$ cat config.mk
export PLATFORM = sky130hd
export DESIGN_NAME = order_replace_continuation_fsm
export DESIGN_NICKNAME = d
export VERILOG_FILES = /design/src/sv/orcf_pkg.sv /design/src/sv/orcf_datapath.sv /design/src/sv/orcf_ctrl.sv /design/src/sv/order_replace_continuation_fsm.sv
export SDC_FILE = /design/constraint.sdc
export NUM_CORES = 2
export LEC_CHECK = 0
export BUFFER_PORTS_ARGS = -buffer_cell sky130_fd_sc_hd__clkbuf_2
export CAP_MARGIN = 20
export CORE_ASPECT_RATIO = 0.8
export CORE_MARGIN = 2
export CORE_UTILIZATION = 55
export DETAILED_ROUTE_END_ITERATION = 6
export PLACE_DENSITY = 0.76
export SETUP_SLACK_MARGIN = 0.15
export SYNTH_ARGS = -nofsm -noshare
export SYNTH_HDL_FRONTEND = slang
export SYNTH_SLANG_ARGS = --single-unit
$ cat constraint.sdc
create_clock -name clk -period 24.2 [get_ports clk]
set_input_delay 4.84 -clock clk [delete_from_list [all_inputs] [get_ports clk]]
set_output_delay 4.84 -clock clk [all_outputs]
set_load 0.02 [all_outputs]
$ cat src/sv/orcf_pkg.sv
`timescale 1ns / 1ps
package orcf_pkg;

  localparam int IdCapacity = 8;

  typedef enum logic [3:0] {
    CMD_ARM       = 4'd0,
    CMD_PUBLISH   = 4'd1,
    CMD_CLR_EXACT = 4'd2,
    CMD_CLR_UNRDY = 4'd3,
    CMD_CLR_SIDE  = 4'd4,
    CMD_TAKE      = 4'd5,
    CMD_FINALIZE  = 4'd6,
    CMD_DROP_INFL = 4'd7,
    CMD_CLR_ALL   = 4'd8
  } cmd_t;

  typedef enum logic [2:0] {
    RK_NOCHANGE = 3'd0,
    RK_ARM      = 3'd1,
    RK_PUBLISH  = 3'd2,
    RK_DECISION = 3'd3,
    RK_DROP     = 3'd4,
    RK_TAKEN    = 3'd5,
    RK_ERROR    = 3'd6
  } kind_t;

  typedef enum logic [1:0] {
    PH_EMPTY = 2'd0,
    PH_ARMED = 2'd1,
    PH_READY = 2'd2
  } phase_t;

  localparam logic [3:0] ReasonSuperseded = 4'd1;

  // Datapath to controller: how many results the request gives.
  typedef struct packed {
    logic two;      // two results
  } dp_status_t;

  // Controller to datapath.
  typedef struct packed {
    logic eval;     // latch request and evaluate
    logic emit;     // produce result number sel into the output register
    logic sel;      // 0 first result, 1 second
    logic commit;   // update state
  } dp_cmd_t;

  function automatic logic [63:0] byte_mask(input logic [3:0] len);
    logic [63:0] m;
    m = '0;
    for (int i = 0; i < 8; i++) begin
      if (4'(i) < len) m[i*8 +: 8] = 8'hff;
    end
    return m;
  endfunction

endpackage

$ cat src/sv/orcf_datapath.sv
`timescale 1ns / 1ps
module orcf_datapath #(
  parameter int ID_CAPACITY = orcf_pkg::IdCapacity
) (
  input  logic                clk,
  input  logic                rst,
  input  logic                enabled,
  input  orcf_pkg::dp_cmd_t   ctl,
  output orcf_pkg::dp_status_t sts,
  input  logic [3:0]          command,
  input  logic                side,
  input  logic [63:0]         order_id_bytes,
  input  logic [3:0]          order_id_length,
  input  logic [63:0]         generation_in,
  input  logic [63:0]         time_stamp,
  input  logic                post_ok,
  input  logic [3:0]          reason_code,
  output logic [2:0]          result_kind,
  output logic [63:0]         event_number,
  output logic                side_out,
  output logic [63:0]         generation_out,
  output logic [63:0]         order_id_out,
  output logic [3:0]          order_id_length_out,
  output logic [63:0]         armed_time,
  output logic [63:0]         visible_time,
  output logic [62:0]         decision_latency,
  output logic [3:0]          reason_out,
  output logic                accepted
);
  import orcf_pkg::*;

  localparam logic [3:0] CapLen = 4'(ID_CAPACITY);
  localparam logic [62:0] Max63 = '1;

  // Per-side state.
  logic [63:0] gen_ctr [2];
  phase_t      p_ph    [2];
  logic [63:0] p_id    [2];
  logic [3:0]  p_len   [2];
  logic [63:0] p_gen   [2];
  logic [63:0] p_arm   [2];
  logic [63:0] p_vis   [2];
  logic        f_act   [2];
  logic [63:0] f_id    [2];
  logic [3:0]  f_len   [2];
  logic [63:0] f_gen   [2];
  logic [63:0] f_arm   [2];
  logic [63:0] f_vis   [2];
  logic [63:0] ev_ctr;

  // Latched request and its decoded plan.
  logic [3:0]  r_cmd;
  logic        r_side;
  logic [63:0] r_bytes;
  logic [3:0]  r_len;
  logic [63:0] r_gen;
  logic [63:0] r_ts;
  logic [3:0]  r_reason;
  logic        r_enabled;
  logic        r_post;

  // Plan: up to two results; each result has a kind, side, source slot.
  logic [1:0]  n_res;       // 0 means single no-change or error
  logic        is_err;
  kind_t       k0, k1;
  logic        s0, s1;
  logic        src_f;       // result 0 from in-flight slot
  logic [3:0]  rs0, rs1;

  logic        match_s;
  logic [63:0] sub;

  always_comb begin
    match_s = (r_len == p_len[r_side]) &&
              (((r_bytes ^ p_id[r_side]) & byte_mask(r_len)) == '0);
  end

  always_comb begin
    logic rej;
    logic ts_pos;
    logic ts_lt;
    logic gen_bad;
    logic tk0, tk1;
    n_res = 2'd0; is_err = 1'b0;
    k0 = RK_NOCHANGE; k1 = RK_NOCHANGE;
    s0 = r_side; s1 = r_side; src_f = 1'b0;
    rs0 = '0; rs1 = '0;
    ts_pos = !r_ts[63] && (r_ts != '0);
    ts_lt = $signed(r_ts) < $signed(p_arm[r_side]);
    gen_bad = (r_gen != '0) && (p_gen[r_side] != r_gen);
    tk0 = (p_ph[0] == PH_READY) && !f_act[0];
    tk1 = (p_ph[1] == PH_READY) && !f_act[1];
    rej = 1'b0;
    case (r_cmd)
      CMD_ARM: begin
        if (!r_enabled || !r_post) begin
          n_res = 2'd0;
        end else if (!ts_pos || gen_ctr[r_side] == '1 || r_len == '0 ||
                     r_len > CapLen) begin
          is_err = 1'b1;
        end else if (p_ph[r_side] != PH_EMPTY) begin
          n_res = 2'd2; k0 = RK_DROP; rs0 = ReasonSuperseded; k1 = RK_ARM;
        end else begin
          n_res = 2'd1; k0 = RK_ARM;
        end
      end
      CMD_PUBLISH: begin
        if (r_enabled && p_ph[r_side] == PH_ARMED && match_s && !gen_bad &&
            !ts_lt) begin
          n_res = 2'd1; k0 = RK_PUBLISH;
        end
      end
      CMD_CLR_EXACT, CMD_CLR_UNRDY: begin
        if (r_cmd == CMD_CLR_UNRDY) begin
          rej = (r_gen == '0) || (p_ph[r_side] != PH_ARMED);
        end else begin
          rej = ts_pos && ts_lt;
        end
        if (p_ph[r_side] != PH_EMPTY && match_s && !gen_bad && !rej) begin
          n_res = 2'd1; k0 = RK_DROP; rs0 = r_reason;
        end
      end
      CMD_CLR_SIDE: begin
        if (p_ph[r_side] != PH_EMPTY) begin
          n_res = 2'd1; k0 = RK_DROP; rs0 = r_reason;
        end
      end
      CMD_TAKE: begin
        if (r_enabled) begin
          k0 = RK_TAKEN; k1 = RK_TAKEN;
          s0 = !tk0; s1 = 1'b1;
          n_res = 2'(tk0) + 2'(tk1);
        end
      end
      CMD_FINALIZE, CMD_DROP_INFL: begin
        if (f_act[r_side] && f_gen[r_side] == r_gen) begin
          n_res = 2'd1; src_f = 1'b1;
          if (r_cmd == CMD_FINALIZE) begin
            k0 = RK_DECISION;
          end else begin
            k0 = RK_DROP; rs0 = r_reason;
          end
        end
      end
      CMD_CLR_ALL: begin
        k0 = RK_DROP; k1 = RK_DROP; rs0 = r_reason; rs1 = r_reason;
        s0 = (p_ph[0] == PH_EMPTY); s1 = 1'b1;
        n_res = 2'((p_ph[0] != PH_EMPTY)) + 2'((p_ph[1] != PH_EMPTY));
      end
      default: is_err = 1'b1;
    endcase
  end

  // Latency: decision start minus visible time, used when the result is formed.
  assign sub = r_ts - f_vis[r_side];
  assign sts.two = (n_res == 2'd2);

  always_ff @(posedge clk) begin
    if (ctl.eval) begin
      r_cmd <= command; r_side <= side; r_bytes <= order_id_bytes;
      r_len <= order_id_length; r_gen <= generation_in; r_ts <= time_stamp;
      r_reason <= reason_code; r_enabled <= enabled; r_post <= post_ok;
    end
  end

  // Output register: one result per emit.
  always_ff @(posedge clk) begin
    if (ctl.emit) begin
      logic  s;
      kind_t k;
      logic  numbered;
      logic  arm_now;
      s = ctl.sel ? s1 : s0;
      k = ctl.sel ? k1 : k0;
      arm_now = (k == RK_ARM);
      numbered = (k != RK_TAKEN);
      if (n_res == 2'd0) begin
        result_kind <= is_err ? RK_ERROR : RK_NOCHANGE;
        event_number <= '0; side_out <= 1'b0; generation_out <= '0;
        order_id_out <= '0; order_id_length_out <= '0; armed_time <= '0;
        visible_time <= '0; decision_latency <= '0; reason_out <= '0;
        accepted <= 1'b0;
      end else begin
        result_kind <= k;
        // The second of two numbered results takes the number after the first.
        event_number <= numbered ? ev_ctr + (ctl.sel ? 64'd2 : 64'd1) : '0;
        side_out <= s;
        accepted <= 1'b1;
        reason_out <= ctl.sel ? rs1 : rs0;
        decision_latency <= '0;
        if (arm_now) begin
          generation_out <= gen_ctr[s] + 64'd1;
          order_id_out <= r_bytes & byte_mask(r_len);
          order_id_length_out <= r_len;
          armed_time <= r_ts;
          visible_time <= '0;
        end else if (src_f) begin
          generation_out <= f_gen[s];
          order_id_out <= f_id[s] & byte_mask(f_len[s]);
          order_id_length_out <= f_len[s];
          armed_time <= f_arm[s];
          visible_time <= f_vis[s];
          if (k == RK_DECISION && $signed(r_ts) > $signed(f_vis[s])) begin
            decision_latency <= sub[63] ? Max63 : sub[62:0];
          end
        end else begin
          generation_out <= p_gen[s];
          order_id_out <= p_id[s] & byte_mask(p_len[s]);
          order_id_length_out <= p_len[s];
          armed_time <= p_arm[s];
          visible_time <= (k == RK_PUBLISH) ? r_ts : p_vis[s];
        end
      end
    end
  end

  // State update, applied once per request that has results, at the edge that forms its last result.
  always_ff @(posedge clk) begin
    if (rst) begin
      ev_ctr <= '0;
      for (int i = 0; i < 2; i++) begin
        gen_ctr[i] <= '0; p_ph[i] <= PH_EMPTY; p_len[i] <= '0;
        p_gen[i] <= '0; p_arm[i] <= '0; p_vis[i] <= '0;
        f_act[i] <= 1'b0; f_len[i] <= '0; f_gen[i] <= '0;
        f_arm[i] <= '0; f_vis[i] <= '0;
      end
    end else if (ctl.commit && n_res != 2'd0) begin
      case (r_cmd)
        CMD_ARM: begin
          ev_ctr <= ev_ctr + 64'(n_res);
          gen_ctr[r_side] <= gen_ctr[r_side] + 64'd1;
          p_ph[r_side] <= PH_ARMED;
          p_id[r_side] <= r_bytes & byte_mask(r_len);
          p_len[r_side] <= r_len;
          p_gen[r_side] <= gen_ctr[r_side] + 64'd1;
          p_arm[r_side] <= r_ts;
          p_vis[r_side] <= '0;
        end
        CMD_PUBLISH: begin
          ev_ctr <= ev_ctr + 64'd1;
          p_vis[r_side] <= r_ts;
          p_ph[r_side] <= PH_READY;
        end
        CMD_TAKE: begin
          for (int i = 0; i < 2; i++) begin
            if (p_ph[i] == PH_READY && !f_act[i]) begin
              f_act[i] <= 1'b1; f_id[i] <= p_id[i]; f_len[i] <= p_len[i];
              f_gen[i] <= p_gen[i]; f_arm[i] <= p_arm[i];
              f_vis[i] <= p_vis[i];
              p_ph[i] <= PH_EMPTY; p_len[i] <= '0; p_gen[i] <= '0;
              p_arm[i] <= '0; p_vis[i] <= '0;
            end
          end
        end
        CMD_FINALIZE, CMD_DROP_INFL: begin
          ev_ctr <= ev_ctr + 64'd1;
          f_act[r_side] <= 1'b0; f_len[r_side] <= '0; f_gen[r_side] <= '0;
          f_arm[r_side] <= '0; f_vis[r_side] <= '0;
        end
        CMD_CLR_ALL: begin
          ev_ctr <= ev_ctr + 64'(n_res);
          for (int i = 0; i < 2; i++) begin
            p_ph[i] <= PH_EMPTY; p_len[i] <= '0; p_gen[i] <= '0;
            p_arm[i] <= '0; p_vis[i] <= '0;
          end
        end
        default: begin
          // Clear exact, clear unready and clear side drop the pending slot.
          ev_ctr <= ev_ctr + 64'd1;
          p_ph[r_side] <= PH_EMPTY; p_len[r_side] <= '0; p_gen[r_side] <= '0;
          p_arm[r_side] <= '0; p_vis[r_side] <= '0;
        end
      endcase
    end
  end

endmodule

$ cat src/sv/orcf_ctrl.sv
`timescale 1ns / 1ps
module orcf_ctrl (
  input  logic                 clk,
  input  logic                 rst,
  input  logic                 in_valid,
  output logic                 in_ready,
  output logic                 out_valid,
  input  logic                 out_ready,
  output logic                 last_result,
  input  orcf_pkg::dp_status_t sts,
  output orcf_pkg::dp_cmd_t    ctl
);
  import orcf_pkg::*;

  typedef enum logic [2:0] {
    S_IDLE, S_EVAL, S_OUT0, S_OUT1
  } state_t;

  state_t state;
  logic   two;

  assign in_ready = (state == S_IDLE);

  always_comb begin
    ctl = '0;
    ctl.eval = (state == S_IDLE) && in_valid;
    ctl.emit = (state == S_EVAL) ||
               (state == S_OUT0 && out_ready && two);
    ctl.sel = (state == S_OUT0);
    ctl.commit = (state == S_OUT0 && out_ready && two) ||
                 (state == S_EVAL && !sts.two);
  end

  always_ff @(posedge clk) begin
    if (rst) begin
      state <= S_IDLE; out_valid <= 1'b0; last_result <= 1'b0; two <= 1'b0;
    end else begin
      case (state)
        S_IDLE: if (in_valid) state <= S_EVAL;
        S_EVAL: begin
          two <= sts.two;
          out_valid <= 1'b1;
          last_result <= !sts.two;
          state <= S_OUT0;
        end
        S_OUT0: begin
          if (out_ready) begin
            if (two) begin
              last_result <= 1'b1;
              two <= 1'b0;
            end else begin
              out_valid <= 1'b0;
              state <= S_IDLE;
            end
          end
        end
        default: state <= S_IDLE;
      endcase
    end
  end

  a_ready_idle: assert property (@(posedge clk) disable iff (rst)
    in_ready |-> !out_valid) else $error("accepting while a result waits");
  a_last_one: assert property (@(posedge clk) disable iff (rst)
    (out_valid && out_ready && last_result) |=> !out_valid)
    else $error("result after the last one");
  a_valid_after_eval: assert property (@(posedge clk) disable iff (rst)
    (in_valid && in_ready) |=> ##1 out_valid)
    else $error("no result after request");

endmodule

$ cat src/sv/order_replace_continuation_fsm.sv
`timescale 1ns / 1ps
// The controller accepts a request in idle, passes through its evaluate state,
// then offers the results one at a time from the output register, each held
// until out_ready; no new request is accepted until the last one is taken.
// Reset (rst, synchronous, high) empties both sides, zeroes the counters
// and sets enabled to 1.
module order_replace_continuation_fsm #(
  parameter int ID_CAPACITY = orcf_pkg::IdCapacity
) (
  input  logic        clk,
  input  logic        rst,
  input  logic        cfg_valid,
  output logic        cfg_ready,
  input  logic        cfg_data,
  input  logic        in_valid,
  output logic        in_ready,
  input  logic [3:0]  command,
  input  logic        side,
  input  logic [63:0] order_id_bytes,
  input  logic [3:0]  order_id_length,
  input  logic [63:0] generation_in,
  input  logic [63:0] time_stamp,
  input  logic        post_ok,
  input  logic [3:0]  reason_code,
  output logic        out_valid,
  input  logic        out_ready,
  output logic [2:0]  result_kind,
  output logic [63:0] event_number,
  output logic        side_out,
  output logic [63:0] generation_out,
  output logic [63:0] order_id_out,
  output logic [3:0]  order_id_length_out,
  output logic [63:0] armed_time,
  output logic [63:0] visible_time,
  output logic [62:0] decision_latency,
  output logic [3:0]  reason_out,
  output logic        accepted,
  output logic        last_result
);
  import orcf_pkg::*;

  logic         enabled;
  dp_cmd_t      ctl;
  dp_status_t   sts;

  assign cfg_ready = 1'b1;
  always_ff @(posedge clk) begin
    if (rst) enabled <= 1'b1;
    else if (cfg_valid) enabled <= cfg_data;
  end

  orcf_ctrl u_ctrl (
    .clk, .rst, .in_valid, .in_ready, .out_valid, .out_ready, .last_result,
    .sts, .ctl
  );

  orcf_datapath #(.ID_CAPACITY(ID_CAPACITY)) u_dp (
    .clk, .rst, .enabled, .ctl, .sts, .command, .side, .order_id_bytes,
    .order_id_length, .generation_in, .time_stamp, .post_ok, .reason_code,
    .result_kind, .event_number, .side_out, .generation_out, .order_id_out,
    .order_id_length_out, .armed_time, .visible_time, .decision_latency,
    .reason_out, .accepted
  );

endmodule

# Yosys cells after proc, flatten, opt, wreduce, memory -nomap -nowiden
# Memory sizes are Yosys's and may differ from the RTL's. A register that Yosys moved wholly into a read port is not among the register bits.
# Cells that the tools add are included.
# word_totals
regBits,674
ramBits,1174
input_bits,212
word_cells,545
memories,13
# memory_table
memory,depth,width,read_ports,rd_ports_with_merged_regs,wr,line_no,source
u_dp.f_arm,2,64,1,0,2,orcf_datapath.sv:47,logic [63:0] f_arm [2];
u_dp.f_gen,2,64,2,1,2,orcf_datapath.sv:46,logic [63:0] f_gen [2];
u_dp.f_id,2,64,1,0,2,orcf_datapath.sv:44,logic [63:0] f_id [2];
u_dp.f_vis,2,64,2,1,2,orcf_datapath.sv:48,logic [63:0] f_vis [2];
u_dp.gen_ctr,2,64,2,1,2,orcf_datapath.sv:36,logic [63:0] gen_ctr [2];
u_dp.p_arm,2,64,4,1,2,orcf_datapath.sv:41,logic [63:0] p_arm [2];
7 more memories,--,--,--,--,--,--,
# classes
add_sub_neg,8
order_cmp,27
eq_ne,27
mux,321
n_bitwise,47
reduce_logical,76
# ops
operator,count
2-to-1 mux 64 bit,37
2-to-1 mux 8 bit,136
OR reduction 64 bit,7
bitwise AND 64 bit,5
"adder 64 x 1 -> 64 bit, second input constant",3
zero test 64 bit,2
one-hot mux 64 bit (2 select lines),1
nonzero test 64 bit,2
2-to-1 mux 1 bit,87
2-to-1 mux 4 bit,19
adder 64 x 2 -> 64 bit,1
adder 64 bit,1
equality test 64 bit,1
"equality test 64 bit, second input constant",1
> comparator 64 bit,1
less-than comparator 64 bit,1
!= test 64 bit,1
subtractor 64 bit,1
bitwise XOR 64 bit,1
2-to-1 mux 63 bit,1
"less-than comparator 3 x 4 -> 1 bit, first input constant",12
2-to-1 mux 3 bit,16
OR 1 bit,37
2-to-1 mux 2 bit,13
36 further kinds,119

# Logic depth before layout (Yosys ltp)
# logic_depth
word_depth,22
mapped_depth,31

# Hierarchy
# From an unflattened synthesis, not the netlist that was laid out.
# hier_totals
cells_unflattened,9295
area_unflattened_um2,95046.2
# by_module_without_submodules
module,instances,cells_per_inst,area_per_inst_um2
orcf_datapath,1,9263,94760.9
orcf_ctrl,1,27,239.0
order_replace_continuation_fsm,1,5,46.3

# Worst setup path before layout
# Ideal clock, no wire load.
# synth_timing
path_kind,input-to-reg
startpoint,input out_ready
endpoint,"memory u_dp.p_arm[1][0], enable pin"
setup_time_ns,0.805
arrival_time_ns,23.181
required_time_ns,23.395
path_slack_ns,0.213
stages,7
cell_sequence,a31oi_1 -> inv_1 -> o21ai_2 -> buf_2 -> buf_2 -> buf_4 -> o21ai_0
# synth_rtl
element,line_no,source
from (decl),order_replace_continuation_fsm.sv:26,"input logic out_ready,"
to (decl),orcf_datapath.sv:41,

==> impl_metrics.toml <==
[hold_path]
hold_path_depth = 0
min_path_type = "flop to flop"
holdCritStartpoint = "u_dp.p_id[0][14]$_DFFE_PP_"
hold_end = "u_dp.f_id[0][14]$_DFFE_PP_"

[layout]
layout.cells.non_filler = 11500
fin_area_sq_um = 105000
area_growth_pct = 11.1
final_cell_mix = "1383 x edfxtp_1, 1137 x nand2_1, 851 x mux2i_1, 787 x nor2_1, 610 x clkbuf_2"
final_common_cell = "edfxtp_1"
nNetsFinal = 9489
final_util_pct = 61.6
fillers = 13600
drive_gt1_share_pct = 12.4

[place]
port_buffers = 610
dp_hpwl_mm = 212
gp_congestion = 0.993
postPlaceCellArea_sq_um = 98900
dp.cells = 11100

[worst_setup_path]
crit_arrival_ns = 11.10
cp-end-kind = "flop"
rrSetupSlack_ns = 13.55
r2r_cells = 17
crit_fanout = 103
worstSetupStartpointType = "flop"
crit_required_ns = 24.65
critPathKind = "flop to flop"
reg2reg_to = "u_dp.f_id[0][47]$_DFFE_PP_"

[timing]
period_minus_slack_ns = 10.65
rsz0062_at_grt = "no"
finalCritPeriodShare_pct = 44.0
max_freq_mhz = 93.9
setup_violations = 0
hold_viol = 0
slew_headroom_pct = 11.9
fin_skew_ns = 0.0448
slew_viol_final = 0
totalNegativeSetupSlack_ns = 0
worst_pin_slew_ns = 1.31

[power]
seqPwrFrac_pct = 49.6
p_total_mw = 7.26
internal_power_mw = 5.26
p_leak_nw = 38.7
vdd_drop_max_mv = 0.0847
netSwitchingFraction_pct = 27.5
power_switching_mw = 2.00
comb_power_share_pct = 12.1
p_clk_share_pct = 38.3
powerDensity_nw_per_um2 = 69.4

[logic_synthesis]
syn_inst = 8731
synth_edf_count = 1383
synth-seq-cells = 1848
seq_area_frac_synth_pct = 54.0
ys_warn_count = 0
syn_area_per_cell_sq_um = 10.8
synth_area_sq_um = 94200
async_reset_ff_share_pct = 0
synth.distinct_cells = 95
synth_top_flop_cell = "edfxtp_1"

[cts]
cts_setup_buffers = 0
clkSinkCount = 1848
cts_resized = 0
cts_tree = "yes"
htreeDepth = 4
cts_buffers = 181
cts-root-buf = "clkbuf_16"
clk_pin_slew_ns = 0.06
cts_hold_buf = 0
cts_buffer_depth = 3
insertion_delay_ns = 0.86

[global_route]
grt_pass1_wl_mm = 467
grt_antenna_before_repair = 12
grt_pass1_vias = 70600
gr-total-overflow = 0
grt_max_degree = 156
grt.total_usage_pct = 35.5

[floorplanning]
die_y_um = 374
initial_core_util_pct = 55.5
core_sq_um = 170000
rows = 135
io_pins = 612
die_x_um = 467
die-area_sq_um = 175000

[routing]
first_iter_violations = 11600
drt_wl_total_mm = 321
wire_per_inst_um = 27.9
vias = 74900
dr.pass1.iters = 7
ant_nets = 0
drc = 9
vias_per_cell = 6.51

[status]
violations = "DRC"
outcome = "finished with violations"

[job]
maxCapViolCount = 0
stage by stage:
step / setup slack, ns / hold WS [ns]
after global placement: 13.23 / 0.455
final: 13.55 / 0.473
after CTS: 13.90 / 0.473
after detailed placement: 13.92 / 0.454
after floorplan: 0.213 / 0.408
after global routing: 13.46 / 0.483
cell usage after synthesis, drive strengths merged (7+ instances only):
cell type  count  area [sq um]
and2         328          2050
and4          18           158
a21o          47           353
nand4        214          1340
a21boi         8          71.3
o2111ai       11           103
nor2         789          2960
or2           17           106
o41ai         15           131
o21bai        11          82.6
xor2         145          1270
nand3b        26           195
a221oi         8          76.3
o211ai        29           218
dfxtp        465          9310
nand3        348          1750
edfxtp      1383         41500
and3          95           594
nand2b        28           175
mux2          75           845
a2111oi       11           134
a31oi         24           156
nand2       1144          4290
nor3         149           746
a211oi        72           546
or4           31           233
ha           198          2480
nor4         111           694
a2bb2oi       26           228
o21ai        173           873
a21oi        312          1570
a22o         197          1730
or3           46           288
o31ai        101           763
clkbuf       340          1280
nor2b         64           400
buf          222          1150
xnor2        338          2960
o22ai         38           238
inv           57           214
mux2i        851          8520
o21a          79           594
a31o           7          61.3
state kept, by name, summed over array words and instances (netlist names), 64 cells and up, named ones only:
name and count:
u_dp.order_id_out 64, u_dp.generation_out 64, u_dp.f_gen 128, u_dp.p_arm 128
u_dp.f_vis 128, u_dp.p_vis 128, u_dp.f_id 128, u_dp.visible_time 64
u_dp.ev_ctr 64, u_dp.p_gen 128, u_dp.armed_time 64, u_dp.r_gen 64
u_dp.event_number 64, u_dp.r_bytes 64, u_dp.f_arm 128, u_dp.r_ts 64
u_dp.p_id 128, u_dp.gen_ctr 128
power by group through the flow:
stage	sequential, mW	clock (mW)	combinational, mW
floorplan	3.67	0	0.529
global placement	3.66	0	0.830
detailed placement	3.66	0	0.841
CTS	3.59	2.79	0.847
global route	3.60	2.91	0.918
finish	3.60	2.78	0.875
routing by layer:
layer	routed length (um)	part of all wire [%]	global-route usage [%]
met1	127000	40	50.6
met2	133000	41	49.9
met3	43800	14	10.3
met4	16400	5.1	16.1
met5	36	0.011	0
kinds of logic after synthesis:
logic type / Yosys count / share of synthesized area, %
other: 2 / 0.00797
adder cells (fa/ha/maj): 201 / 2.69
AND/OR/NAND/NOR: 3428 / 17.2
AO/OA/AOI/OAI: 1223 / 8.95
buffers and inverters: 620 / 2.82
flip-flops: 1848 / 54.0
multiplexers: 926 / 9.94
XOR/XNOR: 483 / 4.49
critical path, cell delays in order (launching register included):
cell and delay, ns:
dfxtp_4 0.73, buf_12 0.55, buf_4 0.92, buf_4 0.65
mux2i_1 0.30, xnor2_1 0.09, nor4_1 0.32, nand4_1 0.18
nor4_2 0.89, o2111ai_1 0.62, or2_1 0.46, o21a_2 0.39
a21oi_2 0.34, and3_4 0.94, buf_4 0.49, buf_16 0.37
buf_4 0.66, buf_4 0.89
cell type report:
| type | count | area (sq um) | share of cell area [%] |
|---|---|---|---|
| Timing Repair Buffer | 723 | 4070 | 3.89 |
| Sequential cell | 1848 | 50800 | 48.6 |
| Clock inverter | 102 | 858 | 0.820 |
| Inverter | 58 | 240 | 0.230 |
| Clock buffer | 236 | 4840 | 4.62 |
| Antenna cell | 4 | 10.0 | 0.00957 |
| Tap cell | 2260 | 2830 | 2.70 |
| Multi-Input combinational cell | 6264 | 41000 | 39.1 |
worst max path at each step:
stage	startpoint	to	cells after the start
4_1_cts	flop	u_dp.f_id[0][47]$_DFFE_PP_	19
3_3_place_gp	flop	u_dp.f_id[0][52]$_DFFE_PP_	16
3_5_place_dp	flop	u_dp.f_id[0][52]$_DFFE_PP_	19
2_1_floorplan	out_ready	u_dp.p_arm[1][0]$_SDFFCE_PN0P_	7
6_report	flop	u_dp.f_id[0][47]$_DFFE_PP_	17
5_1_grt	flop	u_dp.f_id[0][15]$_DFFE_PP_	17
Note: power is estimated with default switching activity, not from simulation.
